### src/hdl/dpc_pkg.sv
// Shared types and constants for the dispenser payment controller.
// Depends on nothing; used by dpc_step and dispenser_payment_controller.
`default_nettype none

package dpc_pkg;

    // Fixed timing constant of the dispense timer
    localparam int TICKS_PER_SECOND = 1000;

    localparam logic [9:0] CREDIT_MAX = 10'd1023;

    // Commands carried by an input word
    localparam logic [1:0] CMD_TICK   = 2'd0;
    localparam logic [1:0] CMD_COIN   = 2'd1;
    localparam logic [1:0] CMD_MENU   = 2'd2;
    localparam logic [1:0] CMD_NOZZLE = 2'd3;

    // Menu states
    localparam logic [3:0] ST_IDLE     = 4'd0;
    localparam logic [3:0] ST_PRICES   = 4'd1;
    localparam logic [3:0] ST_QR_WAIT  = 4'd2;
    localparam logic [3:0] ST_PAID     = 4'd3;
    localparam logic [3:0] ST_COIN     = 4'd4;
    localparam logic [3:0] ST_PRODUCT  = 4'd5;
    localparam logic [3:0] ST_VOLUME   = 4'd6;
    localparam logic [3:0] ST_CONFIRM  = 4'd7;
    localparam logic [3:0] ST_DISPENSE = 4'd8;

    // Coin window outcome codes
    localparam logic [1:0] COIN_NONE     = 2'd0;
    localparam logic [1:0] COIN_ACCEPTED = 2'd1;
    localparam logic [1:0] COIN_UNKNOWN  = 2'd2;
    localparam logic [1:0] COIN_IGNORED  = 2'd3;

    // Configuration register indexes
    localparam logic [2:0] REG_PRICE_ONE     = 3'd0;
    localparam logic [2:0] REG_PRICE_TWO     = 3'd1;
    localparam logic [2:0] REG_PRICE_THREE   = 3'd2;
    localparam logic [2:0] REG_DISPENSE_SECS = 3'd3;
    localparam logic [2:0] REG_COIN_WINDOW   = 3'd4;
    localparam logic [2:0] REG_KEY_LOCKOUT   = 3'd5;

    typedef struct packed {
        logic [1:0] cmd;
        logic [2:0] key_number;
    } in_word_t;

    typedef struct packed {
        logic [3:0] mode;
        logic [9:0] balance;
        logic [1:0] chosen_product;
        logic [1:0] chosen_volume;
        logic [8:0] purchase_cost;
        logic [1:0] pump_active;
        logic       coin_enable;
        logic [5:0] seconds_left;
        logic       short_of_funds;
        logic [1:0] coin_outcome;
    } out_word_t;

    typedef struct packed {
        logic [7:0]  price_product_one;
        logic [7:0]  price_product_two;
        logic [7:0]  price_product_three;
        logic [5:0]  dispense_seconds;
        logic [15:0] coin_window_ticks;
        logic [15:0] key_lockout_ticks;
    } cfg_t;

    typedef struct packed {
        logic [3:0]  menu_state;
        logic [9:0]  credit;
        logic [1:0]  product_choice;
        logic [1:0]  volume_choice;
        logic [8:0]  cost_held;
        logic        coin_counting;
        logic [3:0]  coin_pulse_count;
        logic [15:0] coin_window_elapsed;
        logic [15:0] lockout_elapsed;
        logic [9:0]  subsecond_count;
        logic [5:0]  seconds_remaining;
        logic [1:0]  running_pump;
    } state_t;

endpackage

`default_nettype wire

### src/hdl/dpc_step.sv
// Next-state and result logic for one input word of the payment controller.
// Purely combinational; depends on dpc_pkg.
`default_nettype none

module dpc_step (
    input  wire dpc_pkg::state_t    cur,
    input  wire dpc_pkg::cfg_t      cfg,
    input  wire dpc_pkg::in_word_t  word,
    output dpc_pkg::state_t         nxt,
    output dpc_pkg::out_word_t      res
);

    logic        in_coin_state;
    logic        nxt_coin_state;
    logic [2:0]  coin_val;
    logic [10:0] credit_add;
    logic [10:0] sub_inc;
    logic        done;
    logic        lockout_ok;
    logic        menu_key_ok;
    logic        nozzle_key_ok;
    logic [7:0]  base_price;
    logic [8:0]  new_cost;
    logic        short_flag;
    logic [1:0]  outcome;

    assign in_coin_state = (cur.menu_state == dpc_pkg::ST_COIN) ||
                           (cur.menu_state == dpc_pkg::ST_PRODUCT) ||
                           (cur.menu_state == dpc_pkg::ST_VOLUME);

    // 2, 4 and 7 pulses are the only recognized coins
    always_comb begin
        case (cur.coin_pulse_count)
            4'd2:    coin_val = 3'd1;
            4'd4:    coin_val = 3'd2;
            4'd7:    coin_val = 3'd5;
            default: coin_val = 3'd0;
        endcase
    end

    assign credit_add = {1'b0, cur.credit} + {8'd0, coin_val};
    assign sub_inc    = {1'b0, cur.subsecond_count} + 11'd1;

    assign lockout_ok    = cur.lockout_elapsed > cfg.key_lockout_ticks;
    assign menu_key_ok   = (word.key_number != 3'd0) && (word.key_number <= 3'd4);
    assign nozzle_key_ok = (word.key_number != 3'd0) && (word.key_number <= 3'd3);

    always_comb begin
        case (cur.product_choice)
            2'd1:    base_price = cfg.price_product_one;
            2'd2:    base_price = cfg.price_product_two;
            2'd3:    base_price = cfg.price_product_three;
            default: base_price = 8'd0;
        endcase
    end

    always_comb begin
        case (word.key_number)
            3'd1:    new_cost = {2'b00, base_price[7:1]};
            3'd2:    new_cost = {1'b0, base_price};
            default: new_cost = {base_price, 1'b0};
        endcase
    end

    always_comb begin
        nxt        = cur;
        short_flag = 1'b0;
        outcome    = dpc_pkg::COIN_NONE;
        done       = 1'b0;
        case (word.cmd)
            dpc_pkg::CMD_TICK: begin
                if (cur.lockout_elapsed != 16'hFFFF) begin
                    nxt.lockout_elapsed = cur.lockout_elapsed + 16'd1;
                end
                // coin window first, then the dispense timer
                if (cur.coin_counting) begin
                    if (cur.coin_window_elapsed != 16'hFFFF) begin
                        nxt.coin_window_elapsed = cur.coin_window_elapsed + 16'd1;
                    end
                    if (nxt.coin_window_elapsed >= cfg.coin_window_ticks) begin
                        nxt.coin_counting       = 1'b0;
                        nxt.coin_pulse_count    = 4'd0;
                        nxt.coin_window_elapsed = 16'd0;
                        if (!in_coin_state) begin
                            outcome = dpc_pkg::COIN_IGNORED;
                        end else if (coin_val == 3'd0) begin
                            outcome = dpc_pkg::COIN_UNKNOWN;
                        end else begin
                            outcome    = dpc_pkg::COIN_ACCEPTED;
                            nxt.credit = credit_add[10] ? dpc_pkg::CREDIT_MAX
                                                        : credit_add[9:0];
                        end
                    end
                end
                if (cur.menu_state == dpc_pkg::ST_DISPENSE) begin
                    done = (cur.seconds_remaining == 6'd0);
                    if (!done) begin
                        if (sub_inc >= 11'(dpc_pkg::TICKS_PER_SECOND)) begin
                            nxt.subsecond_count   = 10'd0;
                            nxt.seconds_remaining = cur.seconds_remaining - 6'd1;
                            done = (nxt.seconds_remaining == 6'd0);
                        end else begin
                            nxt.subsecond_count = sub_inc[9:0];
                        end
                    end
                    if (done) begin
                        nxt.running_pump      = 2'd0;
                        nxt.subsecond_count   = 10'd0;
                        nxt.seconds_remaining = 6'd0;
                        nxt.menu_state = (nxt.credit != 10'd0) ? dpc_pkg::ST_COIN
                                                               : dpc_pkg::ST_IDLE;
                    end
                end
            end
            dpc_pkg::CMD_COIN: begin
                if (!cur.coin_counting) begin
                    nxt.coin_counting       = 1'b1;
                    nxt.coin_window_elapsed = 16'd0;
                end
                if (cur.coin_pulse_count != 4'd15) begin
                    nxt.coin_pulse_count = cur.coin_pulse_count + 4'd1;
                end
            end
            dpc_pkg::CMD_MENU: begin
                if (menu_key_ok && lockout_ok) begin
                    nxt.lockout_elapsed = 16'd0;
                    unique case (cur.menu_state)
                        dpc_pkg::ST_IDLE: begin
                            if (word.key_number == 3'd1) begin
                                nxt.menu_state = dpc_pkg::ST_QR_WAIT;
                            end else if (word.key_number == 3'd2) begin
                                nxt.menu_state = dpc_pkg::ST_COIN;
                            end else if (word.key_number == 3'd3) begin
                                nxt.menu_state = dpc_pkg::ST_PRICES;
                            end
                        end
                        dpc_pkg::ST_PRICES: begin
                            if (word.key_number == 3'd4) begin
                                nxt.menu_state = dpc_pkg::ST_IDLE;
                            end
                        end
                        dpc_pkg::ST_QR_WAIT: begin
                            if (word.key_number == 3'd1) begin
                                nxt.product_choice = 2'd1;
                                nxt.menu_state     = dpc_pkg::ST_PAID;
                            end else if (word.key_number == 3'd4) begin
                                nxt.menu_state = dpc_pkg::ST_IDLE;
                            end
                        end
                        dpc_pkg::ST_COIN: begin
                            if (word.key_number == 3'd4) begin
                                nxt.menu_state = (cur.credit == 10'd0) ? dpc_pkg::ST_IDLE
                                                                       : dpc_pkg::ST_PRODUCT;
                            end
                        end
                        dpc_pkg::ST_PRODUCT: begin
                            if (word.key_number <= 3'd3) begin
                                nxt.product_choice = word.key_number[1:0];
                                nxt.menu_state     = dpc_pkg::ST_VOLUME;
                            end else begin
                                nxt.menu_state = dpc_pkg::ST_COIN;
                            end
                        end
                        dpc_pkg::ST_VOLUME: begin
                            if (word.key_number <= 3'd3) begin
                                nxt.volume_choice = word.key_number[1:0];
                                nxt.cost_held     = new_cost;
                                // cost is recorded even when funds fall short
                                if (cur.credit >= {1'b0, new_cost}) begin
                                    nxt.menu_state = dpc_pkg::ST_CONFIRM;
                                end else begin
                                    short_flag = 1'b1;
                                end
                            end else begin
                                nxt.menu_state = dpc_pkg::ST_PRODUCT;
                            end
                        end
                        dpc_pkg::ST_CONFIRM: begin
                            if (word.key_number == 3'd1) begin
                                nxt.credit = (cur.credit >= {1'b0, cur.cost_held})
                                           ? cur.credit - {1'b0, cur.cost_held}
                                           : 10'd0;
                                nxt.menu_state = dpc_pkg::ST_PAID;
                            end else if (word.key_number == 3'd4) begin
                                nxt.menu_state = dpc_pkg::ST_VOLUME;
                            end
                        end
                        default: begin
                        end
                    endcase
                end
            end
            default: begin
                // nozzle key
                if (nozzle_key_ok && lockout_ok) begin
                    nxt.lockout_elapsed = 16'd0;
                    if ((cur.menu_state == dpc_pkg::ST_PAID) &&
                        (word.key_number[1:0] == cur.product_choice)) begin
                        nxt.running_pump      = word.key_number[1:0];
                        nxt.seconds_remaining = cfg.dispense_seconds;
                        nxt.subsecond_count   = 10'd0;
                        nxt.menu_state        = dpc_pkg::ST_DISPENSE;
                    end
                end
            end
        endcase
    end

    assign nxt_coin_state = (nxt.menu_state == dpc_pkg::ST_COIN) ||
                            (nxt.menu_state == dpc_pkg::ST_PRODUCT) ||
                            (nxt.menu_state == dpc_pkg::ST_VOLUME);

    always_comb begin
        res.mode           = nxt.menu_state;
        res.balance        = nxt.credit;
        res.chosen_product = nxt.product_choice;
        res.chosen_volume  = nxt.volume_choice;
        res.purchase_cost  = nxt.cost_held;
        res.pump_active    = nxt.running_pump;
        res.coin_enable    = nxt_coin_state && !nxt.coin_counting;
        res.seconds_left   = (nxt.menu_state == dpc_pkg::ST_DISPENSE)
                           ? nxt.seconds_remaining : 6'd0;
        res.short_of_funds = short_flag;
        res.coin_outcome   = outcome;
    end

endmodule

`default_nettype wire

### src/hdl/dispenser_payment_controller.sv
// Top level of the dispenser payment controller: handshake, config registers, state.
// Depends on dpc_pkg and dpc_step.
`default_nettype none

// Dispenser payment controller. Every input word (millisecond tick, coin
// pulse, menu key or nozzle key) yields exactly one result word carrying the
// menu mode, balance, selection, cost, pump and coin status. The block takes
// one word per clock cycle when the result side keeps up; a word passes the
// input register, then the result register, and the state update for one
// word is done as it moves from the input register to the result register.
// The input register refills while a result waits, so a stalled output blocks
// input only once both registers are full. Configuration (prices, dispense
// time, coin window, key lockout) is written through cfg_we/cfg_index/cfg_data;
// the user must write it only while no word is in flight (the block does not
// enforce this); writes to indexes beyond the register list are dropped.

module dispenser_payment_controller (
    input  wire                     aclk,
    input  wire                     aresetn,
    // config write port
    input  wire                     cfg_we,
    input  wire [2:0]               cfg_index,
    input  wire [15:0]              cfg_data,
    // input words
    input  wire                     s_valid,
    output logic                    s_ready,
    input  wire dpc_pkg::in_word_t  s_data,
    // result words
    output logic                    m_valid,
    input  wire                     m_ready,
    output dpc_pkg::out_word_t      m_data
);

    dpc_pkg::cfg_t      cfg_reg;
    dpc_pkg::state_t    state_reg;
    dpc_pkg::state_t    state_next;
    dpc_pkg::in_word_t  in_word_reg;
    logic               in_valid_reg;
    dpc_pkg::out_word_t out_word_reg;
    dpc_pkg::out_word_t out_word_next;
    logic               out_valid_reg;
    logic               advance;

    // move a word from the input register to the result register
    assign advance = in_valid_reg && (!out_valid_reg || m_ready);
    assign s_ready = !in_valid_reg || advance;
    assign m_valid = out_valid_reg;
    assign m_data  = out_word_reg;

    // configuration registers
    always_ff @(posedge aclk) begin
        if (!aresetn) begin
            cfg_reg.price_product_one   <= 8'd4;
            cfg_reg.price_product_two   <= 8'd6;
            cfg_reg.price_product_three <= 8'd8;
            cfg_reg.dispense_seconds    <= 6'd10;
            cfg_reg.coin_window_ticks   <= 16'd1000;
            cfg_reg.key_lockout_ticks   <= 16'd250;
        end else if (cfg_we) begin
            unique case (cfg_index)
                dpc_pkg::REG_PRICE_ONE:     cfg_reg.price_product_one   <= cfg_data[7:0];
                dpc_pkg::REG_PRICE_TWO:     cfg_reg.price_product_two   <= cfg_data[7:0];
                dpc_pkg::REG_PRICE_THREE:   cfg_reg.price_product_three <= cfg_data[7:0];
                dpc_pkg::REG_DISPENSE_SECS: cfg_reg.dispense_seconds    <= cfg_data[5:0];
                dpc_pkg::REG_COIN_WINDOW:   cfg_reg.coin_window_ticks   <= cfg_data;
                dpc_pkg::REG_KEY_LOCKOUT:   cfg_reg.key_lockout_ticks   <= cfg_data;
                default: begin
                end
            endcase
        end
    end

    dpc_step u_step (
        .cur  (state_reg),
        .cfg  (cfg_reg),
        .word (in_word_reg),
        .nxt  (state_next),
        .res  (out_word_next)
    );

    // input register
    always_ff @(posedge aclk) begin
        if (!aresetn) begin
            in_valid_reg <= 1'b0;
        end else if (s_ready) begin
            in_valid_reg <= s_valid;
        end
    end

    always_ff @(posedge aclk) begin
        if (s_valid && s_ready) begin
            in_word_reg <= s_data;
        end
    end

    // controller state, all cleared at reset (menu idle, zero credit)
    always_ff @(posedge aclk) begin
        if (!aresetn) begin
            state_reg <= '0;
        end else if (advance) begin
            state_reg <= state_next;
        end
    end

    // result register
    always_ff @(posedge aclk) begin
        if (!aresetn) begin
            out_valid_reg <= 1'b0;
        end else if (advance) begin
            out_valid_reg <= 1'b1;
        end else if (m_ready) begin
            out_valid_reg <= 1'b0;
        end
    end

    always_ff @(posedge aclk) begin
        if (advance) begin
            out_word_reg <= out_word_next;
        end
    end

endmodule

`default_nettype wire

### config.mk
export PLATFORM = sky130hd
export DESIGN_NAME = dispenser_payment_controller
export DESIGN_NICKNAME = d
export VERILOG_FILES = /design/src/hdl/dpc_pkg.sv /design/src/hdl/dpc_step.sv /design/src/hdl/dispenser_payment_controller.sv
export SDC_FILE = /design/constraint.sdc
export NUM_CORES = 1
export LEC_CHECK = 0
export ABC_AREA = 1
export BUFFER_PORTS_ARGS = -buffer_cell sky130_fd_sc_hd__buf_2
export CORE_ASPECT_RATIO = 0.75
export CORE_MARGIN = 2
export CORE_UTILIZATION = 45
export CTS_CLUSTER_SIZE = 14
export DETAILED_ROUTE_END_ITERATION = 10
export HOLD_SLACK_MARGIN = 0.1
export PLACE_DENSITY = 0.61
export SLEW_MARGIN = 20
export SYNTH_ARGS = -nofsm -noshare
export SYNTH_HDL_FRONTEND = slang
export SYNTH_HIERARCHICAL = 1
export SYNTH_SLANG_ARGS = --single-unit
### constraint.sdc
create_clock -name aclk -period 3.3 [get_ports aclk]
set_input_delay 0 -clock aclk [delete_from_list [all_inputs] [get_ports aclk]]
set_output_delay 0 -clock aclk [all_outputs]
set_load 0.02 [all_outputs]
==> run_results.csv <==
group,metric,value,unit
timing,clock_skew,0.0157,ns
global_route,antenna_found_initial,0,
global_route,grt_max_degree,84,
synthesis,synth_flop_cell,"dfxtp_1",
place,gp_congestion,0.908,
timing,fmax,0.247,GHz
synthesis,postSynthCellCount,2053,
hold_path,holdPathEnd,"cfg_reg[19]",
worst_setup_path,rrSetupSlack,-0.74,ns
final_layout,utilization,56.3,%
worst_setup_path,startpoint,"state_reg[34]",
place,portBuffers,69,
timing,fin_crit,4.04,ns
synthesis,synth_seq_cells,190,
detailed_routing,ant_nets,0,
timing,hold_viol,0,
power,clockPowerShare,32.7,%
flow_run,maxCapViolCount,0,
floorplan,die_h,154,µm
clock_network,clk_latency,0.47,ns
global_route,grtUsageTotal,26.9,%
power,p_switching,2.23,mW
synthesis,synth_edf_count,44,
timing,grt_setup_unrepaired,"true",
worst_setup_path,rr_startpoint,"state_reg[34]",
synthesis,seq_area_frac_synth,31.5,%
clock_network,h-tree-depth,4,
power,combPwrFrac,27.8,%
worst_setup_path,crit_slowest_cell,"dfxtp_4",
power,p_leak,7.54,nW
floorplan,ios,70,
detailed_routing,wl_per_cell,16.1,µm
worst_setup_path,cp_max_fo,6,
worst_setup_path,regToRegEndpoint,"m_data[5]",
timing,tightest_slew,1.07,ns
final_layout,area_growth_syn_to_layout,22.4,%
final_layout,largest_register_ffs,82,
timing,whs,0.151,ns
final_layout,diodes,0,
worst_setup_path,cp.buffers_inverters,4,
clock_network,cts.sinks,190,
worst_setup_path,cpMostUsedCell,"nand2_2",
global_route,first_global_vias,13000,
detailed_routing,vias,14100,
synthesis,synthArstFlopShare,0,%
global_route,grt_pass1_wl,67900,µm
hold_path,min_path_cells,5,
floorplan,dieArea,31400,µm²
worst_setup_path,crit_path_end_kind,"flip-flop",
worst_setup_path,worst-r2r-cell-count,35,
worst_setup_path,crit_required,3.51,ns
synthesis,synth_nets,2152,
floorplan,die_w,204,µm
status,violations,"negative setup slack",
power,swShare,33.5,%
place,post-dp-hpwl,29400,µm
clock_network,root_buffer,"clkbuf_16",
worst_setup_path,critPathLaunchType,"flip-flop",
clock_network,numCtsBuffers,17,
place,placed_area,14800,µm²
synthesis,netlist_area,13500,µm²
synthesis,synth_area_per_cell,6.57,µm²
power,p_total,6.65,mW
timing,fin_crit_sh,122,%
hold_path,hold_class,"in -> reg",
clock_network,cts_buffer_depth,2,
synthesis,ys_types,57,
clock_network,clk_pin_slew,0.07,ns
global_route,gr-total-overflow,0,
power,p_per_area,403,nW/µm²
floorplan,initial_core_util,46.0,%
detailed_routing,route.detailed.drc,0,
timing,setup_viol,52,
final_layout,layout.nets,2316,
worst_setup_path,worst-endpoint-arrival,4.25,ns
floorplan,num_rows,54,
detailed_routing,viasPerCell,5.37,
power,ir_worst_vdd,0.000350,V
timing,maxSlewViolCount,0,
final_layout,fin_area,16500,µm²
clock_network,cts_tree,"built",
worst_setup_path,critPathMaxStageDelay,0.36,ns
timing,fin_ws,-0.742,ns
detailed_routing,drt-total-wl,42100,µm
hold_path,worstHoldStart,"cfg_we",
floorplan,core_area,29300,µm²
worst_setup_path,crit_type,"reg -> reg",
timing,slew_headroom,29.0,%
status,status,"finished, violations left",
final_layout,final_layout_size_suffix_gt1_share,18.3,%
power,intPower,4.42,mW
detailed_routing,drtPass1Iterations,5,
synthesis,yosysWarnings,6,
worst_setup_path,crit_family,"simple AND/OR/NAND/NOR gates",
detailed_routing,drt_iter0_drc,1064,
power,pwr-share-seq,39.5,%
synth_stat cells (2+ instances only):
cell	n	area share [%]
o211ai_1	19	1.1
nand2_4	2	0.17
edfxtp_1	44	9.8
o21ai_1	3	0.11
nand3_2	3	0.22
inv_2	3	0.083
clkinv_1	3	0.083
buf_2	26	0.96
nand3_1	143	5.3
nand4_1	23	1.1
o22ai_1	27	1.3
o21ai_0	125	4.6
fa_1	2	0.30
o221ai_1	4	0.26
clkbuf_1	30	0.83
inv_1	243	6.8
a211oi_1	3	0.17
a22oi_1	4	0.22
xnor2_1	2	0.13
xor2_1	21	1.4
nor2_1	366	10
buf_4	40	2.2
buf_1	15	0.42
nand2_2	5	0.23
a22o_1	2	0.13
or2_2	4	0.19
a31oi_1	10	0.46
nor3_1	29	1.1
nand2_1	427	12
a221oi_1	3	0.19
nor4_1	5	0.23
dfxtp_1	146	22
a21oi_1	83	3.1
ha_1	68	6.3
nand3_4	2	0.26
o31ai_1	4	0.22
a32oi_1	2	0.13
o2111ai_1	2	0.13
nor2_2	10	0.46
nand3b_1	83	4.6
stage by stage:
step	setup TNS, ns	cells	setup WS, ns
floorplan	-0.703	2053	-0.146
global route	-35.48	2622	-1.10
detailed placement	-17.33	2537	-0.750
global placement	-7.52	2537	-0.536
finish	-20.15	2622	-0.742
CTS	-13.48	2612	-0.592
worst min-delay path: cells and delay by family:
kind / cells / cell delay [ns]
buf+inv: 1 / 0.13
simple gates: 4 / 0.42
power by group through the flow:
stage,combinational [mW],clock [mW],sequential (mW)
2_1_floorplan,1.06,0,2.70
3_5_place_dp,1.58,0,2.68
3_3_place_gp,1.56,0,2.68
6_report,1.85,2.17,2.63
5_1_grt,2.04,2.31,2.65
4_1_cts,1.67,2.21,2.63
cell type report:
| class | count | area, µm² |
|---|---|---|
| clock buffer | 23 | 510 |
| clock inverter | 9 | 91.3 |
| fill | 2826 | 12800 |
| inverter | 250 | 941 |
| multi-input combinational | 1502 | 8310 |
| sequential | 190 | 4250 |
| tap | 392 | 490 |
| timing repair buffer | 256 | 1920 |
cells by family (layout without fill, tap and decap cells):
kind of cell	count (synthesis)	in the layout	share of synthesized area [%]
AO/OA/AOI/OAI	300	300	12.7
XOR/XNOR	23	23	1.49
adder cells (fa/ha/maj)	70	70	6.60
buffers and inverters	362	538	11.5
flip-flops	190	190	31.5
multiplexers	1	1	0.0835
AND/OR/NAND/NOR	1107	1108	36.2
metal layers:
| layer | vias to the layer above | wire [µm] | track usage (%) |
|---|---|---|---|
| met5 | - | 0 | 0 |
| met4 | 0 | 794 | 7.25 |
| met3 | 64 | 2980 | 5.70 |
| met2 | 474 | 17600 | 40.0 |
| met1 | 6520 | 20700 | 39.3 |
| li1 | 7021 | - | - |
cell usage in the layout (no fill, tap or decap), types with 5 or more instances in the layout:
cell type,n
nand2_1,396
nor2_1,347
inv_1,235
buf_4,149
dfxtp_1,142
nand3_1,128
o21ai_0,98
nand3b_1,83
a21oi_1,77
buf_2,68
ha_1,66
edfxtp_1,44
nand2_2,32
dlygate4sd3_1,29
o22ai_1,25
nor3_1,23
nand4_1,23
o21ai_1,23
nor2_2,21
xor2_1,20
clkbuf_16,19
o211ai_1,19
nand3_2,15
inv_2,12
nor2_4,8
buf_12,7
a21oi_4,6
o21ai_2,6
nand2_4,5
nand3_4,5
a31oi_1,5
how the worst max path moves through the flow:
stage / slack (ns) / cells past startpoint / end
floorplan: -0.15 / 33 / m_data[37]
detailed placement: -0.75 / 34 / state_reg[80]
finish: -0.74 / 35 / m_data[5]
global placement: -0.54 / 35 / state_reg[80]
CTS: -0.59 / 34 / state_reg[80]
global route: -1.10 / 35 / state_reg[80]
repair_timing:
action	in CTS	in global routing
pin swaps	12	37
endpoints found under the hold margin	73	0
endpoints found under the setup margin	53	72
buffers inserted	14	14
resized for setup	42	123
cloned	1	0
hold buffers	29	0
Note: power is estimated with default switching activity, not from simulation.
